$ cat src/design/buvs_pkg.sv
// Shared types and constants for the battery undervoltage supervisor.
`timescale 1ns / 1ps

package buvs_pkg;

    // Field widths
    localparam int unsigned SOC_W     = 7;
    localparam int unsigned CHARGE_W  = 8;
    localparam int unsigned MV_W      = 13;
    localparam int unsigned LIM_MV_W  = MV_W + 1;
    localparam int unsigned CNT_W     = 8;
    localparam int unsigned HOUR_W    = 5;
    localparam int unsigned LED_W     = 2;
    localparam int unsigned KIND_W    = 2;
    localparam int unsigned CELL_IDX_W = 3;
    localparam int unsigned CELL_MAX  = 8;
    localparam int unsigned CFG_IDX_W = 3;
    localparam int unsigned CFG_W     = 13;

    // Input tdata layout
    localparam int unsigned IN_CELL_LSB = CHARGE_W;
    localparam int unsigned IN_HOUR_LSB = IN_CELL_LSB + CELL_MAX * MV_W;
    localparam int unsigned IN_BAT_BIT  = IN_HOUR_LSB + HOUR_W;
    localparam int unsigned IN_DATA_W   = 120;

    // Output tdata width
    localparam int unsigned OUT_DATA_W  = 24;

    localparam logic [CNT_W-1:0] CNT_MAX = {CNT_W{1'b1}};

    // Configuration register indexes
    localparam logic [CFG_IDX_W-1:0] REG_CHG_FLOOR   = 3'd0;
    localparam logic [CFG_IDX_W-1:0] REG_CHG_MARGIN  = 3'd1;
    localparam logic [CFG_IDX_W-1:0] REG_CELL_LOW    = 3'd2;
    localparam logic [CFG_IDX_W-1:0] REG_CELL_HYST   = 3'd3;
    localparam logic [CFG_IDX_W-1:0] REG_ERROR_LIMIT = 3'd4;
    localparam logic [CFG_IDX_W-1:0] REG_TEST_MODE   = 3'd5;
    localparam logic [CFG_IDX_W-1:0] REG_NIGHT_START = 3'd6;
    localparam logic [CFG_IDX_W-1:0] REG_NIGHT_END   = 3'd7;

    // LED colors
    localparam logic [LED_W-1:0] LED_UNSET = 2'd0;
    localparam logic [LED_W-1:0] LED_OK    = 2'd1;
    localparam logic [LED_W-1:0] LED_RED   = 2'd2;

    // Fault kinds
    localparam logic [KIND_W-1:0] FAULT_NONE = 2'd0;
    localparam logic [KIND_W-1:0] FAULT_SOC  = 2'd1;
    localparam logic [KIND_W-1:0] FAULT_CELL = 2'd2;

    // Merged cell verdict
    typedef struct packed {
        logic                  any_low;
        logic [CELL_IDX_W-1:0] idx;
    } t_cell_result;

endpackage

$ cat src/design/battery_undervoltage_supervisor.sv
// Top level: config registers, cell lanes, supervisor state and output register.
// A result is registered: it is valid in the cycle after its input transfer.
// Throughput: one item per cycle; input ready while the output register is
//   empty or being drained in the same cycle.
// The state update is a combinational compare and select on registered state.
// Reset: synchronous active-low; clears state, output valid and restores
//   register defaults.
`timescale 1ns / 1ps

module battery_undervoltage_supervisor #(
    parameter int unsigned CELL_COUNT = 8
) (
    input  logic                             i_clk,
    input  logic                             i_rst_n,
    // Configuration write port
    input  logic                             i_cfg_we,
    input  logic [buvs_pkg::CFG_IDX_W-1:0]   i_cfg_index,
    input  logic [buvs_pkg::CFG_W-1:0]       i_cfg_data,
    // Input stream
    input  logic                             i_s_axis_tvalid,
    output logic                             o_s_axis_tready,
    // tdata: charge_percent[7:0], cell_mv_0..7 (13 bits each) [111:8],
    //        hour_of_day[116:112], battery_running[117], zero pad[119:118]
    input  logic [buvs_pkg::IN_DATA_W-1:0]   i_s_axis_tdata,
    // tuser: cmd (0 check, 1 button)
    input  logic                             i_s_axis_tuser,
    // Output stream
    output logic                             o_m_axis_tvalid,
    input  logic                             i_m_axis_tready,
    // tdata: relay_battery[0], stop_latched[1], failure_count[9:2],
    //        led_color[11:10], fault_kind[13:12], fault_cell[16:14],
    //        night_active[17], zero pad[23:18]
    output logic [buvs_pkg::OUT_DATA_W-1:0]  o_m_axis_tdata
);
    import buvs_pkg::*;

    // Configuration registers
    logic [SOC_W-1:0]  r_chg_floor;
    logic [SOC_W-1:0]  r_chg_margin;
    logic [MV_W-1:0]   r_cell_low;
    logic [MV_W-1:0]   r_cell_hyst;
    logic [CNT_W-1:0]  r_error_limit;
    logic              r_test_mode;
    logic [HOUR_W-1:0] r_night_start;
    logic [HOUR_W-1:0] r_night_end;

    always_ff @(posedge i_clk) begin
        if (!i_rst_n) begin
            r_chg_floor   <= SOC_W'(30);
            r_chg_margin  <= SOC_W'(5);
            r_cell_low    <= MV_W'(3000);
            r_cell_hyst   <= MV_W'(50);
            r_error_limit <= CNT_W'(2);
            r_test_mode   <= 1'b0;
            r_night_start <= HOUR_W'(20);
            r_night_end   <= HOUR_W'(9);
        end else if (i_cfg_we) begin
            case (i_cfg_index)
                REG_CHG_FLOOR:   r_chg_floor   <= i_cfg_data[SOC_W-1:0];
                REG_CHG_MARGIN:  r_chg_margin  <= i_cfg_data[SOC_W-1:0];
                REG_CELL_LOW:    r_cell_low    <= i_cfg_data[MV_W-1:0];
                REG_CELL_HYST:   r_cell_hyst   <= i_cfg_data[MV_W-1:0];
                REG_ERROR_LIMIT: r_error_limit <= i_cfg_data[CNT_W-1:0];
                REG_TEST_MODE:   r_test_mode   <= i_cfg_data[0];
                REG_NIGHT_START: r_night_start <= i_cfg_data[HOUR_W-1:0];
                REG_NIGHT_END:   r_night_end   <= i_cfg_data[HOUR_W-1:0];
                default: ;
            endcase
        end
    end

    // Input field unpacking
    logic [CHARGE_W-1:0] charge;
    logic [HOUR_W-1:0]   hour;
    logic                bat_on;
    logic                cmd_button;

    assign charge     = i_s_axis_tdata[CHARGE_W-1:0];
    assign hour       = i_s_axis_tdata[IN_HOUR_LSB +: HOUR_W];
    assign bat_on     = i_s_axis_tdata[IN_BAT_BIT];
    assign cmd_button = i_s_axis_tuser;

    // Active limits, raised by the hysteresis while the battery is off
    logic [SOC_W:0]        soc_lim;
    logic [LIM_MV_W-1:0]   cell_lim;

    assign soc_lim  = {1'b0, r_chg_floor} + (bat_on ? '0 : {1'b0, r_chg_margin});
    assign cell_lim = {1'b0, r_cell_low} + (bat_on ? '0 : {1'b0, r_cell_hyst});

    // Cell lanes
    logic [CELL_COUNT-1:0] cell_low;

    for (genvar k = 0; k < CELL_COUNT; k++) begin : g_lane
        buvs_cell_lane u_lane (
            .i_cell_mv  (i_s_axis_tdata[IN_CELL_LSB + k * MV_W +: MV_W]),
            .i_limit_mv (cell_lim),
            .o_low      (cell_low[k])
        );
    end

    t_cell_result cell_res;

    buvs_fault_merge #(
        .LANES (CELL_COUNT)
    ) u_merge (
        .i_low    (cell_low),
        .o_result (cell_res)
    );

    // Supervisor state
    logic              r_relay, n_relay;
    logic              r_stop, n_stop;
    logic [CNT_W-1:0]  r_count, n_count;
    logic              r_night, n_night;
    logic [LED_W-1:0]  r_led, n_led;
    logic [KIND_W-1:0]     kind;
    logic [CELL_IDX_W-1:0] fcell;

    logic              soc_fail;
    logic              check_fail;
    logic [CNT_W-1:0]  count_inc;
    logic              in_window;

    assign soc_fail   = (charge < {1'b0, soc_lim});
    assign check_fail = soc_fail || cell_res.any_low;
    assign count_inc  = (r_count != CNT_MAX) ? r_count + 1'b1 : r_count;
    assign in_window  = (hour >= r_night_start) || (hour < r_night_end);

    // Next state for one item
    always_comb begin
        n_relay = r_relay;
        n_stop  = r_stop;
        n_count = r_count;
        n_night = r_night;
        n_led   = r_led;
        kind    = FAULT_NONE;
        fcell   = '0;
        if (cmd_button) begin
            // Toggle, never into battery mode while stopped
            n_relay = !r_relay && !r_stop;
        end else if (!charge[CHARGE_W-1] && !r_test_mode) begin
            if (check_fail) begin
                if (soc_fail) begin
                    kind = FAULT_SOC;
                end else begin
                    kind  = FAULT_CELL;
                    fcell = cell_res.idx;
                end
                n_count = count_inc;
                if (count_inc >= r_error_limit) begin
                    n_stop  = 1'b1;
                    n_relay = 1'b0;
                    n_led   = LED_RED;
                end
            end else begin
                if (r_count >= r_error_limit) begin
                    n_count = '0;
                end
                n_stop = 1'b0;
                n_led  = LED_OK;
                // Night window entry and exit
                if (in_window) begin
                    if (!r_night) begin
                        if (!bat_on) begin
                            n_relay = 1'b1;
                        end
                        n_night = 1'b1;
                    end
                end else if (r_night) begin
                    n_night = 1'b0;
                    if (bat_on) begin
                        n_relay = 1'b0;
                    end
                end
            end
        end
    end

    // Handshake: output register frees the input side
    logic r_out_valid;
    logic in_xfer;

    assign o_s_axis_tready = !r_out_valid || i_m_axis_tready;
    assign in_xfer         = i_s_axis_tvalid && o_s_axis_tready;
    assign o_m_axis_tvalid = r_out_valid;

    always_ff @(posedge i_clk) begin
        if (!i_rst_n) begin
            r_relay     <= 1'b0;
            r_stop      <= 1'b0;
            r_count     <= '0;
            r_night     <= 1'b0;
            r_led       <= LED_UNSET;
            r_out_valid <= 1'b0;
        end else begin
            if (in_xfer) begin
                r_relay <= n_relay;
                r_stop  <= n_stop;
                r_count <= n_count;
                r_night <= n_night;
                r_led   <= n_led;
            end
            if (in_xfer) begin
                r_out_valid <= 1'b1;
            end else if (i_m_axis_tready) begin
                r_out_valid <= 1'b0;
            end
        end
    end

    // Result payload register
    logic [OUT_DATA_W-1:0] r_out_data;

    always_ff @(posedge i_clk) begin
        if (in_xfer) begin
            r_out_data <= {6'b0, n_night, fcell, kind, n_led, n_count, n_stop, n_relay};
        end
    end

    assign o_m_axis_tdata = r_out_data;

    // Checks on the supervisor state
    a_stop_red : assert property (@(posedge i_clk) disable iff (!i_rst_n)
        r_stop == (r_led == LED_RED))
        else $error("stop flag and red LED disagree");

    a_stop_grid : assert property (@(posedge i_clk) disable iff (!i_rst_n)
        r_stop |-> !r_relay)
        else $error("relay in battery mode while stop latched");

    a_cell_zero : assert property (@(posedge i_clk) disable iff (!i_rst_n)
        r_out_valid && (r_out_data[13:12] != FAULT_CELL) |-> (r_out_data[16:14] == '0))
        else $error("fault cell set without a cell fault");

endmodule

$ cat src/design/buvs_cell_lane.sv
// One cell lane: compares a cell voltage with the active limit.
`timescale 1ns / 1ps

module buvs_cell_lane (
    input  logic [buvs_pkg::MV_W-1:0]     i_cell_mv,
    input  logic [buvs_pkg::LIM_MV_W-1:0] i_limit_mv,
    output logic                          o_low
);
    import buvs_pkg::*;

    // Cell under the limit
    assign o_low = ({1'b0, i_cell_mv} < i_limit_mv);

endmodule

$ cat src/design/buvs_fault_merge.sv
// Merges lane verdicts into an any-low flag and the lowest failing cell index.
`timescale 1ns / 1ps

module buvs_fault_merge #(
    parameter int unsigned LANES = 8
) (
    input  logic [LANES-1:0]       i_low,
    output buvs_pkg::t_cell_result o_result
);
    import buvs_pkg::*;

    // Priority pick, lowest index wins
    always_comb begin
        o_result.any_low = |i_low;
        o_result.idx     = '0;
        for (int k = LANES - 1; k >= 0; k--) begin
            if (i_low[k]) begin
                o_result.idx = CELL_IDX_W'(k);
            end
        end
    end

endmodule
$ cat config.mk
export PLATFORM = sky130hd
export DESIGN_NAME = battery_undervoltage_supervisor
export DESIGN_NICKNAME = d
export VERILOG_FILES = /design/src/design/buvs_pkg.sv /design/src/design/battery_undervoltage_supervisor.sv /design/src/design/buvs_cell_lane.sv /design/src/design/buvs_fault_merge.sv
export SDC_FILE = /design/constraint.sdc
export NUM_CORES = 1
export LEC_CHECK = 0
export BUFFER_PORTS_ARGS = -buffer_cell sky130_fd_sc_hd__buf_2
export CAP_MARGIN = 0
export CELL_PAD_IN_SITES_DETAIL_PLACEMENT = 2
export CELL_PAD_IN_SITES_GLOBAL_PLACEMENT = 2
export CORE_MARGIN = 5
export CORE_UTILIZATION = 30
export CTS_CLUSTER_DIAMETER = 120
export CTS_CLUSTER_SIZE = 25
export DETAILED_ROUTE_END_ITERATION = 10
export GPL_ROUTABILITY_DRIVEN = 0
export PLACE_DENSITY = 0.86
export SYNTH_ARGS = -nofsm -noshare
export SYNTH_HDL_FRONTEND = slang
export SYNTH_SLANG_ARGS = --single-unit
$ cat constraint.sdc
create_clock -name i_clk -period 7.85 [get_ports i_clk]
set_input_delay 1.1775 -clock i_clk [delete_from_list [all_inputs] [get_ports i_clk]]
set_output_delay 1.1775 -clock i_clk [all_outputs]
set_load 0.02 [all_outputs]
# Word level (Yosys, flattened, before mapping)
# Cells that the tools add are included.
[classes] n_addsub=3 mul=0 div=0 n_lt_le_gt_ge=13 eq_ne=8 shifts=0 muxes=38 n_bitwise=2 n_reduce_logical=26
[op_table] operator="$lt 13x14->1" count=8
[op_table] operator="$mux 8" count=5
[op_table] operator="$mux 1" count=20
[op_table] operator="$ge 8x8->1" count=2
[op_table] operator="$reduce_and 2->1" count=8
[op_table] operator="$reduce_or 8->1" count=2
[op_table] operator="$add 13x13->14" count=1
[op_table] operator="$mux 2" count=7
[op_table] operator="$mux 13" count=1
[op_table] operator="$eq 3x3->1 const B" count=4
[op_table] operator="$mux 3" count=4
[op_table] operator="$add 7x7->8" count=1
[op_table] operator="$add 8x1->8 const B" count=1
[op_table] operator="$lt 8x8->1" count=1
[op_table] operator="$ne 8x8->1 const B" count=1
[op_table] operator="$mux 7" count=1
[op_table] operator="$eq 3x2->1 const B" count=2
[op_table] operator="$reduce_or 6->1" count=1
[op_table] operator="$ge 5x5->1" count=1
[op_table] operator="$logic_not 1->1" count=5
[op_table] operator="$lt 5x5->1" count=1
[op_table] operator="$reduce_or 5->1" count=1
[op_table] operator="$eq 3x1->1 const B" count=1
[op_table] operator="$logic_and 1x1->1" count=3
[op_table] operator="5 further kinds" count=8
[totals] reg_bits=91 latch_bits=0 ramBits=0 rom_bits=0 in_bits=142 output_inout_bits=26 elab_cells=109 memories=0

# Logic depth before layout (Yosys ltp)
# Gate-level depths: netlist of the first run.
[logic_depth] word_depth=10 mapped_depth=24

# Modules after synthesis
# From an unflattened synthesis of the first run, not the netlist that was laid out.
[hier_totals] cells_unflattened=955 area_unflattened_um2=7776.2
[by_module_without_submodules] mod="battery_undervoltage_supervisor" n_inst=1 cells_per_inst=606 area_each_um2=5312.6
[by_module_without_submodules] mod="buvs_cell_lane" n_inst=8 cells_per_inst=42 area_each_um2=297.8
[by_module_without_submodules] mod="buvs_fault_merge" n_inst=1 cells_per_inst=13 area_each_um2=81.3

# Worst setup path before layout of the first run
# Ideal clock, no wire load.
[synth_path] path_kind="input to register" start="in i_s_axis_tdata[117] (netlist bit)" end="reg r_out_data[17] (netlist: o_m_axis_tdata[17]), data pin" setup_ns=0.262 arrival_time_ns=5.871 t_required_ns=7.588 setup_slack_ns=1.717 stages=24 cell_sequence="clkbuf_1 nor2b_1 ha_1 fa_1 a211oi_2 nor2_1 o311a_1 buf_6 o21ai_0 nand2b_1 a21o_1 a21oi_1 xor2_1 ha_1 and3_1 o311ai_1 nand3_1 maj3_1 a21o_1 nand4b_4 nor3_4 buf_6 nand2_2 mux2_1"
[synth_via] elab_chain_cells=8 word_cells_on_any_way=18 cone_classes="add/sub: 2; order compare: 9; mux: 5; reduce/logical: 2"
[synth_rtl] item="start: declaration" line="battery_undervoltage_supervisor.sv:24" text="input logic [buvs_pkg::IN_DATA_W-1:0] i_s_axis_tdata,"
[synth_rtl] item="$mux 13" line="battery_undervoltage_supervisor.sv:88" text="assign cell_lim = {1'b0, r_cell_low} + (bat_on ? '0 : {1'b0, r_cell_hyst});"
[synth_rtl] item="$add 13x13->14" line="battery_undervoltage_supervisor.sv:88"
[synth_rtl] item="$lt 13x14->1" line="buvs_cell_lane.sv:12" text="assign o_low = ({1'b0, i_cell_mv} < i_limit_mv);"
[synth_rtl] item="$reduce_or 8->1" line="buvs_fault_merge.sv:14" text="o_result.any_low = |i_low;"
[synth_rtl] item="$logic_or 1x1->1 *" line="battery_undervoltage_supervisor.sv:125" text="assign check_fail = soc_fail || cell_res.any_low;"
[synth_rtl] item="$mux 1 *" line="battery_undervoltage_supervisor.sv:142" text="if (check_fail) begin"
[synth_rtl] item="$mux 1 *" line="battery_undervoltage_supervisor.sv:141" text="end else if (!charge[CHARGE_W-1] && !r_test_mode) begin"
[synth_rtl] item="$mux 1 *" line="battery_undervoltage_supervisor.sv:138" text="if (cmd_button) begin"
[synth_rtl] item="named net n_night" line="battery_undervoltage_supervisor.sv:114" text="logic r_night, n_night;"
[synth_rtl] item="end signal: assignment" line="battery_undervoltage_supervisor.sv:216" text="r_out_data <= {6'b0, n_night, fcell, kind, n_led, n_count, n_stop, n_relay};"
[synth_rtl] item="end: declaration" line="battery_undervoltage_supervisor.sv:212" text="logic [OUT_DATA_W-1:0] r_out_data;"
# The timed path passes the listed nets; every way through them passes the cells marked *.
# A chain may end at the register's enable or synchronous reset.

# Worst setup path in the final report of the first run
[layout_path] start="in i_s_axis_tdata[117] (netlist bit)" end="reg r_out_data[14] (netlist: o_m_axis_tdata[14]), data pin"
[layout_via] elab_chain_cells=10 word_cells_on_any_way=24 cone_classes="add/sub: 2; order compare: 9; mux: 9; bitwise: 1; reduce/logical: 3"
[layout_rtl] item="$mux 13" line="battery_undervoltage_supervisor.sv:88"
[layout_rtl] item="$add 13x13->14" line="battery_undervoltage_supervisor.sv:88"
[layout_rtl] item="$lt 13x14->1" line="buvs_cell_lane.sv:12"
[layout_rtl] item="$mux 3 (4 in a row)" line="buvs_fault_merge.sv:17" text="if (i_low[k]) begin"
[layout_rtl] item="$mux 2 (2 in a row)" line="buvs_fault_merge.sv:17"
[layout_rtl] item="$mux 1" line="buvs_fault_merge.sv:17"
# Parallel ways exist; a longest one is shown, timed or not.

==> out/qor.yml, run 1 <==
run_status:
  status: "finished clean"
sta:
  slew-limit-headroom: 0.301
  slew_viol_final: 0
  final.setup.tns_ns: 0
  period_needed_ns: 6.21
  finClkSkew_ns: 0.0157
  timing.final.crit_share: 0.791
  setup_viol: 0
  rsz0062_at_grt: "no"
  max_freq_ghz: 0.161
  hold_viol: 0
  tightestPinTransition_ns: 1.04
routing:
  via_per_inst: 5.28
  drt.antenna.violating_nets: 0
  vias: 7094
  drt_iter0_markers: 204
  drt_first_pass_iters: 4
  wl_per_cell_um: 19.0
  drc: 0
  routed_wl_um: 25500
hold_path:
  hold_path_depth: 2
  holdPathEnd: "r_cell_hyst[11]"
  hp-start: "r_cell_hyst[11]"
  hp-class: "reg -> reg"
critical_path:
  required_ns: 8.03
  worstReg2RegStart: "r_cell_hyst[0]"
  critPathArrivalTime_ns: 6.39
  end_kind: "register"
  rrSetupSlack_ns: 2.28
  worst-path-max-fanout: 18
  path_cells: "buf_2, buf_4, nor2b_1, ha_1, o211ai_1, o21ai_1, a31oi_1, xor2_1, ha_1, and3_1, a221oi_1, o21ai_0, o311ai_1, nand3_1, maj3_1, a21o_1, nand4b_4, nor3_4, nand2b_1, a311oi_1"
  cpMostUsedCell: "ha_1"
  path_class: "in -> reg"
  cp-start-kind: "input port"
  reg2reg_to: "o_m_axis_tdata[5]"
  ff2ff_path_depth: 21
  cp_slowest_cell: "xor2_1"
  cpPeakStageDelay_ns: 0.69
logic_synthesis:
  synth_edf_count: 18
  synthDominantCellAreaShare: 0.224
  syn_area_um2: 7440
  synthFlopType: "dfxtp_1"
  ys.warnings.count: 0
  synthSimpleGateAreaFrac: 0.194
  synth_top_family_by_area: "adder cells"
  syn_avg_cell_area_um2: 8.62
  synthTopCellsByArea: "ha_1, dfxtp_1, edfxtp_1, nand2_1, a21oi_1"
  synth_area_leader_cell: "ha_1"
  synth_cells: 863
  synthTopCellsByCount: "ha_1, nand2_1, dfxtp_1"
  synth_mux_area_frac: 0.0298
  yosys.area_share.adder: 0.236
  synth_xor_area_frac: 0.0266
  yosysMostFrequentCell: "ha_1"
  synth_compound_area_frac: 0.202
  ys_seq_area_frac: 0.269
  ys_ff_latch: 91
  ys_types: 73
  async_reset_ff_frac: 0
clock_network:
  path_clk_slew_ns: 0.08
  cts_inserted_buffers: 9
  clock_sinks: 91
  post_cts_buffers: 0
  clock_latency_ns: 0.37
  cts_max_level: 3
  cts_resized: 0
  cts_buffer_depth: 2
  clock_tree.root_cell: "clkbuf_16"
  cts_tree: "done"
  postCtsHoldBufs: 0
placement:
  portBuffers: 159
  placedCellCount: 1326
  hpwl_um: 20700
layout:
  seq_area_um2: 2000
  final_cell_count_no_fill: 1343
  multiInputGateArea_um2: 5150
  final_nets: 1290
  drive_gt1_frac: 0.197
  area_growth_pct: 18.8
  nFillCells: 2797
die:
  coreArea_um2: 24400
  io_pins: 168
  die_y_um: 167
  core.rowCount: 57
  start_util: 0.305
  die_area_um2: 28000
  die_w_um: 167
power:
  powerDensity_nw_per_um2: 144
  p_leak_uw: 0.00428
  peakVddDrop_mv: 0.103
global_route:
  globalRouteTotalUtil: 0.180
  grt_pass1_vias: 7778
  antenna_found_initial: 2
  grt_pass1_wl_um: 40800
  grt_max_degree: 50
  overflow: 0
run:
  drv_cap: 0
## logic make-up after synthesis
logic type,Yosys count
simple gates,293
compound gates,227
fa+ha+maj,140
flops,91
buf+inv,68
mux,22
xor+xnor,21
other cells,1
## critical path, delay by kind of cell
kind	cells	cell delay [ns]
xor+xnor	1	0.69
fa+ha+maj	3	1.10
buf+inv	2	0.42
compound gates	8	1.94
simple gates	6	1.05
## flip-flops by register name (all words and copies together), names as in the netlist
| signal | flops |
|---|---|
| r_led | 2 |
| o_m_axis_tdata | 18 |
| r_count | 8 |
| r_error_limit | 8 |
| r_night_end | 5 |
| r_relay | 1 |
| r_test_mode | 1 |
| o_m_axis_tvalid | 1 |
| r_chg_floor | 7 |
| r_cell_low | 13 |
| r_night | 1 |
| r_stop | 1 |
| r_night_start | 5 |
| r_cell_hyst | 13 |
| r_chg_margin | 7 |
## how the worst max path moves through the flow
| stage | from | end | slack, ns |
|---|---|---|---|
| 2_1_floorplan | i_s_axis_tdata[117] | o_m_axis_tdata[17] | 1.72 |
| 3_3_place_gp | i_s_axis_tdata[117] | o_m_axis_tdata[15] | 1.34 |
| 3_5_place_dp | i_s_axis_tdata[117] | o_m_axis_tdata[5] | 1.18 |
| 4_1_cts | i_s_axis_tdata[117] | o_m_axis_tdata[14] | 1.56 |
| 5_1_grt | i_s_axis_tdata[117] | o_m_axis_tdata[5] | 1.20 |
| 6_report | i_s_axis_tdata[117] | o_m_axis_tdata[14] | 1.64 |
## final cells by class
type,instances,area share
timing repair buffer,166,0.0960
multi-input combinational,709,0.583
inverter,36,0.0153
clock buffer,9,0.0255
tap,324,0.0459
antenna,1,0.000283
clock inverter,7,0.00793
sequential,91,0.226
## metrics by stage
step | power [uW] | setup WS, ns | cell area [um2] | utilization | hold WS (ns)
3_5_place_dp | 848 | 1.18 | 8540 | 0.350 | 0.451
4_1_cts | 1290 | 1.56 | 8840 | 0.362 | 0.461
2_1_floorplan | 719 | 1.72 | 7460 | - | 0.432
3_3_place_gp | 827 | 1.34 | 8540 | 0.350 | 0.438
6_report | 1270 | 1.64 | 8840 | 0.362 | 0.457
5_1_grt | 1350 | 1.20 | 8840 | 0.362 | 0.484
## metal layers
metal,wire (um),track usage
met1,11300,0.222
met2,12800,0.326
met3,892,0.0243
met4,461,0.0519
met5,27,0
## power by group
| group | internal, uW | switching [uW] | leakage [uW] |
|---|---|---|---|
| clock | 224 | 214 | 0.000142 |
| sequential | 491 | 7.86 | 0.000774 |
| combinational | 141 | 194 | 0.00336 |
## cell usage in the layout, fill, tap and decap left out, types with 4 or more instances in the layout
| cell | count |
|---|---|
| ha_1 | 133 |
| buf_2 | 159 |
| o21bai_1 | 8 |
| nand2_1 | 119 |
| xnor2_1 | 14 |
| nand2b_1 | 20 |
| conb_1 | 6 |
| o21a_1 | 11 |
| a21oi_1 | 65 |
| o21ai_0 | 40 |
| mux2i_1 | 21 |
| nor2b_1 | 29 |
| buf_4 | 7 |
| or3_1 | 10 |
| nand3_1 | 28 |
| o21ai_1 | 5 |
| o211ai_1 | 9 |
| a31oi_1 | 9 |
| and2_1 | 4 |
| o2bb2ai_1 | 7 |
| xor2_1 | 6 |
| dfxtp_1 | 73 |
| a211oi_1 | 4 |
| inv_1 | 35 |
| and3_1 | 7 |
| nor3_1 | 13 |
| nor2_1 | 38 |
| a21o_1 | 33 |
| edfxtp_1 | 18 |
| clkbuf_16 | 9 |
| a2111oi_0 | 7 |
Note: power is estimated with default switching activity, not from simulation.
==> run 2, diff against run 1 <==
Clock period 7.85 ns to 5.76 ns, I/O delays scaled along.
==> out/qor.yml, run 2 (synthesis gave the netlist of run 1 again) <==
routing:
  drt_first_pass_iters: 4
  drt.antenna.violating_nets: 0
  wl_per_cell_um: 19.5
  drt_iter0_markers: 317
  drc: 0
  via_per_inst: 5.27
  vias: 7142
  routed_wl_um: 26500
die:
  die_w_um: 167
  die_area_um2: 28000
  io_pins: 168
  die_y_um: 167
  core.rowCount: 57
  start_util: 0.305
  coreArea_um2: 24400
power:
  p_seq_frac: 0.361
  finalPower_uw: 1880
  peakVddDrop_mv: 0.149
  p_sw_uw: 545
  p_leak_uw: 0.00437
  power_frac_clock: 0.388
  powerDensity_nw_per_um2: 209
  intPower_uw: 1340
  p_sw_frac: 0.290
  pwr-share-comb: 0.251
sta:
  final.setup.tns_ns: 0
  tightestPinTransition_ns: 1.00
  slew_viol_final: 0
  timing.final.crit_share: 0.937
  rsz0062_at_grt: "no"
  period_needed_ns: 5.40
  slew-limit-headroom: 0.330
  finClkSkew_ns: 0.00756
  max_freq_ghz: 0.185
  setup_viol: 0
  hold_viol: 0
critical_path:
  cpPeakStageDelay_ns: 0.45
  cp-start-kind: "input port"
  ff2ff_path_depth: 22
  critPathArrivalTime_ns: 5.49
  path_cells: "buf_2, nor2b_1, ha_1, fa_1, a211oi_2, nor2_1, o311a_1, o21ai_0, nand2b_1, a21o_1, a21oi_1, xor2_2, ha_1, and3_1, o311ai_1, nand3_1, maj3_1, a21o_1, nand4b_4, nor3_4, nand2b_1, buf_4, o2bb2ai_1"
  path_class: "in -> reg"
  worst-path-max-fanout: 7
  cp_slowest_cell: "fa_1"
  worstSetupPathDepth: 23
  required_ns: 5.85
  end_kind: "register"
  cp_top_family: "compound AO/OA/AOI/OAI gates"
  cp_num_buf_inv: 2
hold_path:
  hp-class: "reg -> reg"
  hold_path_depth: 2
layout:
  drive_gt1_frac: 0.208
  nFillCells: 2790
  multiInputGateArea_um2: 5170
  final_nets: 1301
  largest_register_ffs: 18
  final_util: 0.369
  layout_commonest_cell: "buf_2"
  area_growth_pct: 21.1
  most-common-layout-cells: "buf_2, ha_1, nand2_1"
  final_cell_count_no_fill: 1354
  seq_area_um2: 2000
run_status:
  status: "finished clean"
run:
  drv_cap: 0
clock_network:
  cts_max_level: 3
  clock_latency_ns: 0.35
  clock_tree.root_cell: "clkbuf_16"
  cts_buffer_depth: 2
  post_cts_buffers: 0
  clock_sinks: 91
  path_clk_slew_ns: 0.07
  cts_inserted_buffers: 9
  cts_tree: "done"
placement:
  placedCellCount: 1337
  portBuffers: 159
  hpwl_um: 21300
global_route:
  overflow: 0
  antenna_found_initial: 3
  grt_pass1_vias: 8058
  grt_pass1_wl_um: 42900
  grt_max_degree: 50
  globalRouteTotalUtil: 0.188
## run 2: cell types whose count changed in the layout (fill, tap and decap cells not counted), sizes merged
cell | before | now
bufinv | 0 | 4
clkinvlp | 1 | 2
clkinv | 2 | 1
inv | 40 | 36
buf | 166 | 177
## run 2: power groups by stage
stage | combinational (uW) | sequential, uW | clock [uW]
5_1_grt | 531 | 682 | 769
4_1_cts | 477 | 681 | 746
6_report | 472 | 680 | 729
3_5_place_dp | 472 | 695 | 0
3_3_place_gp | 439 | 693 | 0
2_1_floorplan | 279 | 701 | 0
## run 2: repair_timing
item                                    4_1_cts  5_1_grt
endpoints found under the setup margin        0       16
hold buffers                                  0        0
resized for setup                             0        1
## run 2: layout make-up
type                       count  area share
antenna                        1    0.000278
sequential                    91       0.222
clock buffer                   9      0.0250
multi-input combinational    709       0.574
clock inverter                 7      0.0156
tap                          324      0.0450
timing repair buffer         177       0.103
inverter                      36      0.0150
## run 2: routing by layer
layer | vias up | part of all wire | track usage
met5 | - | 0.00049 | 0
met4 | 2 | 0.017 | 0.0490
met3 | 28 | 0.035 | 0.0264
met2 | 141 | 0.51 | 0.342
met1 | 3532 | 0.44 | 0.234
li1 | 3439 | - | -
## run 2: per-stage QoR
step	cell area [um2]	setup WS, ns	hold WS, ns
floorplan	7470	0.0324	0.432
finish	9010	0.364	0.458
CTS	9000	0.360	0.459
global route	9010	0.0346	0.479
global placement	8630	0.156	0.440
detailed placement	8630	-0.0164	0.449
## run 2: worst register-to-register path, stage by stage, from the launching register on
cell       delay (ns)
dfxtp_1          0.32
nor2b_1          0.14
ha_1             0.21
fa_1             0.45
a211oi_2         0.20
nor2_1           0.11
o311a_1          0.36
o21ai_0          0.21
nand2b_1         0.12
a21o_1           0.19
a21oi_1          0.22
xor2_2           0.11
ha_1             0.32
and3_1           0.19
o311ai_1         0.10
nand3_1          0.11
maj3_1           0.16
a21o_1           0.19
nand4b_4         0.17
nor3_4           0.38
nand2b_1         0.32
buf_4            0.22
o2bb2ai_1        0.09
## run 2: worst paths after layout
| check | start | slack, ns | end |
|---|---|---|---|
| setup / recovery | i_s_axis_tdata[117] | 0.36 | o_m_axis_tdata[6] |
| hold / removal | r_cell_hyst[6] | 0.46 | r_cell_hyst[6] |
| setup reg to reg | r_cell_hyst[0] | 0.62 | o_m_axis_tdata[6] |
| hold reg to reg | r_cell_hyst[6] | 0.46 | r_cell_hyst[6] |
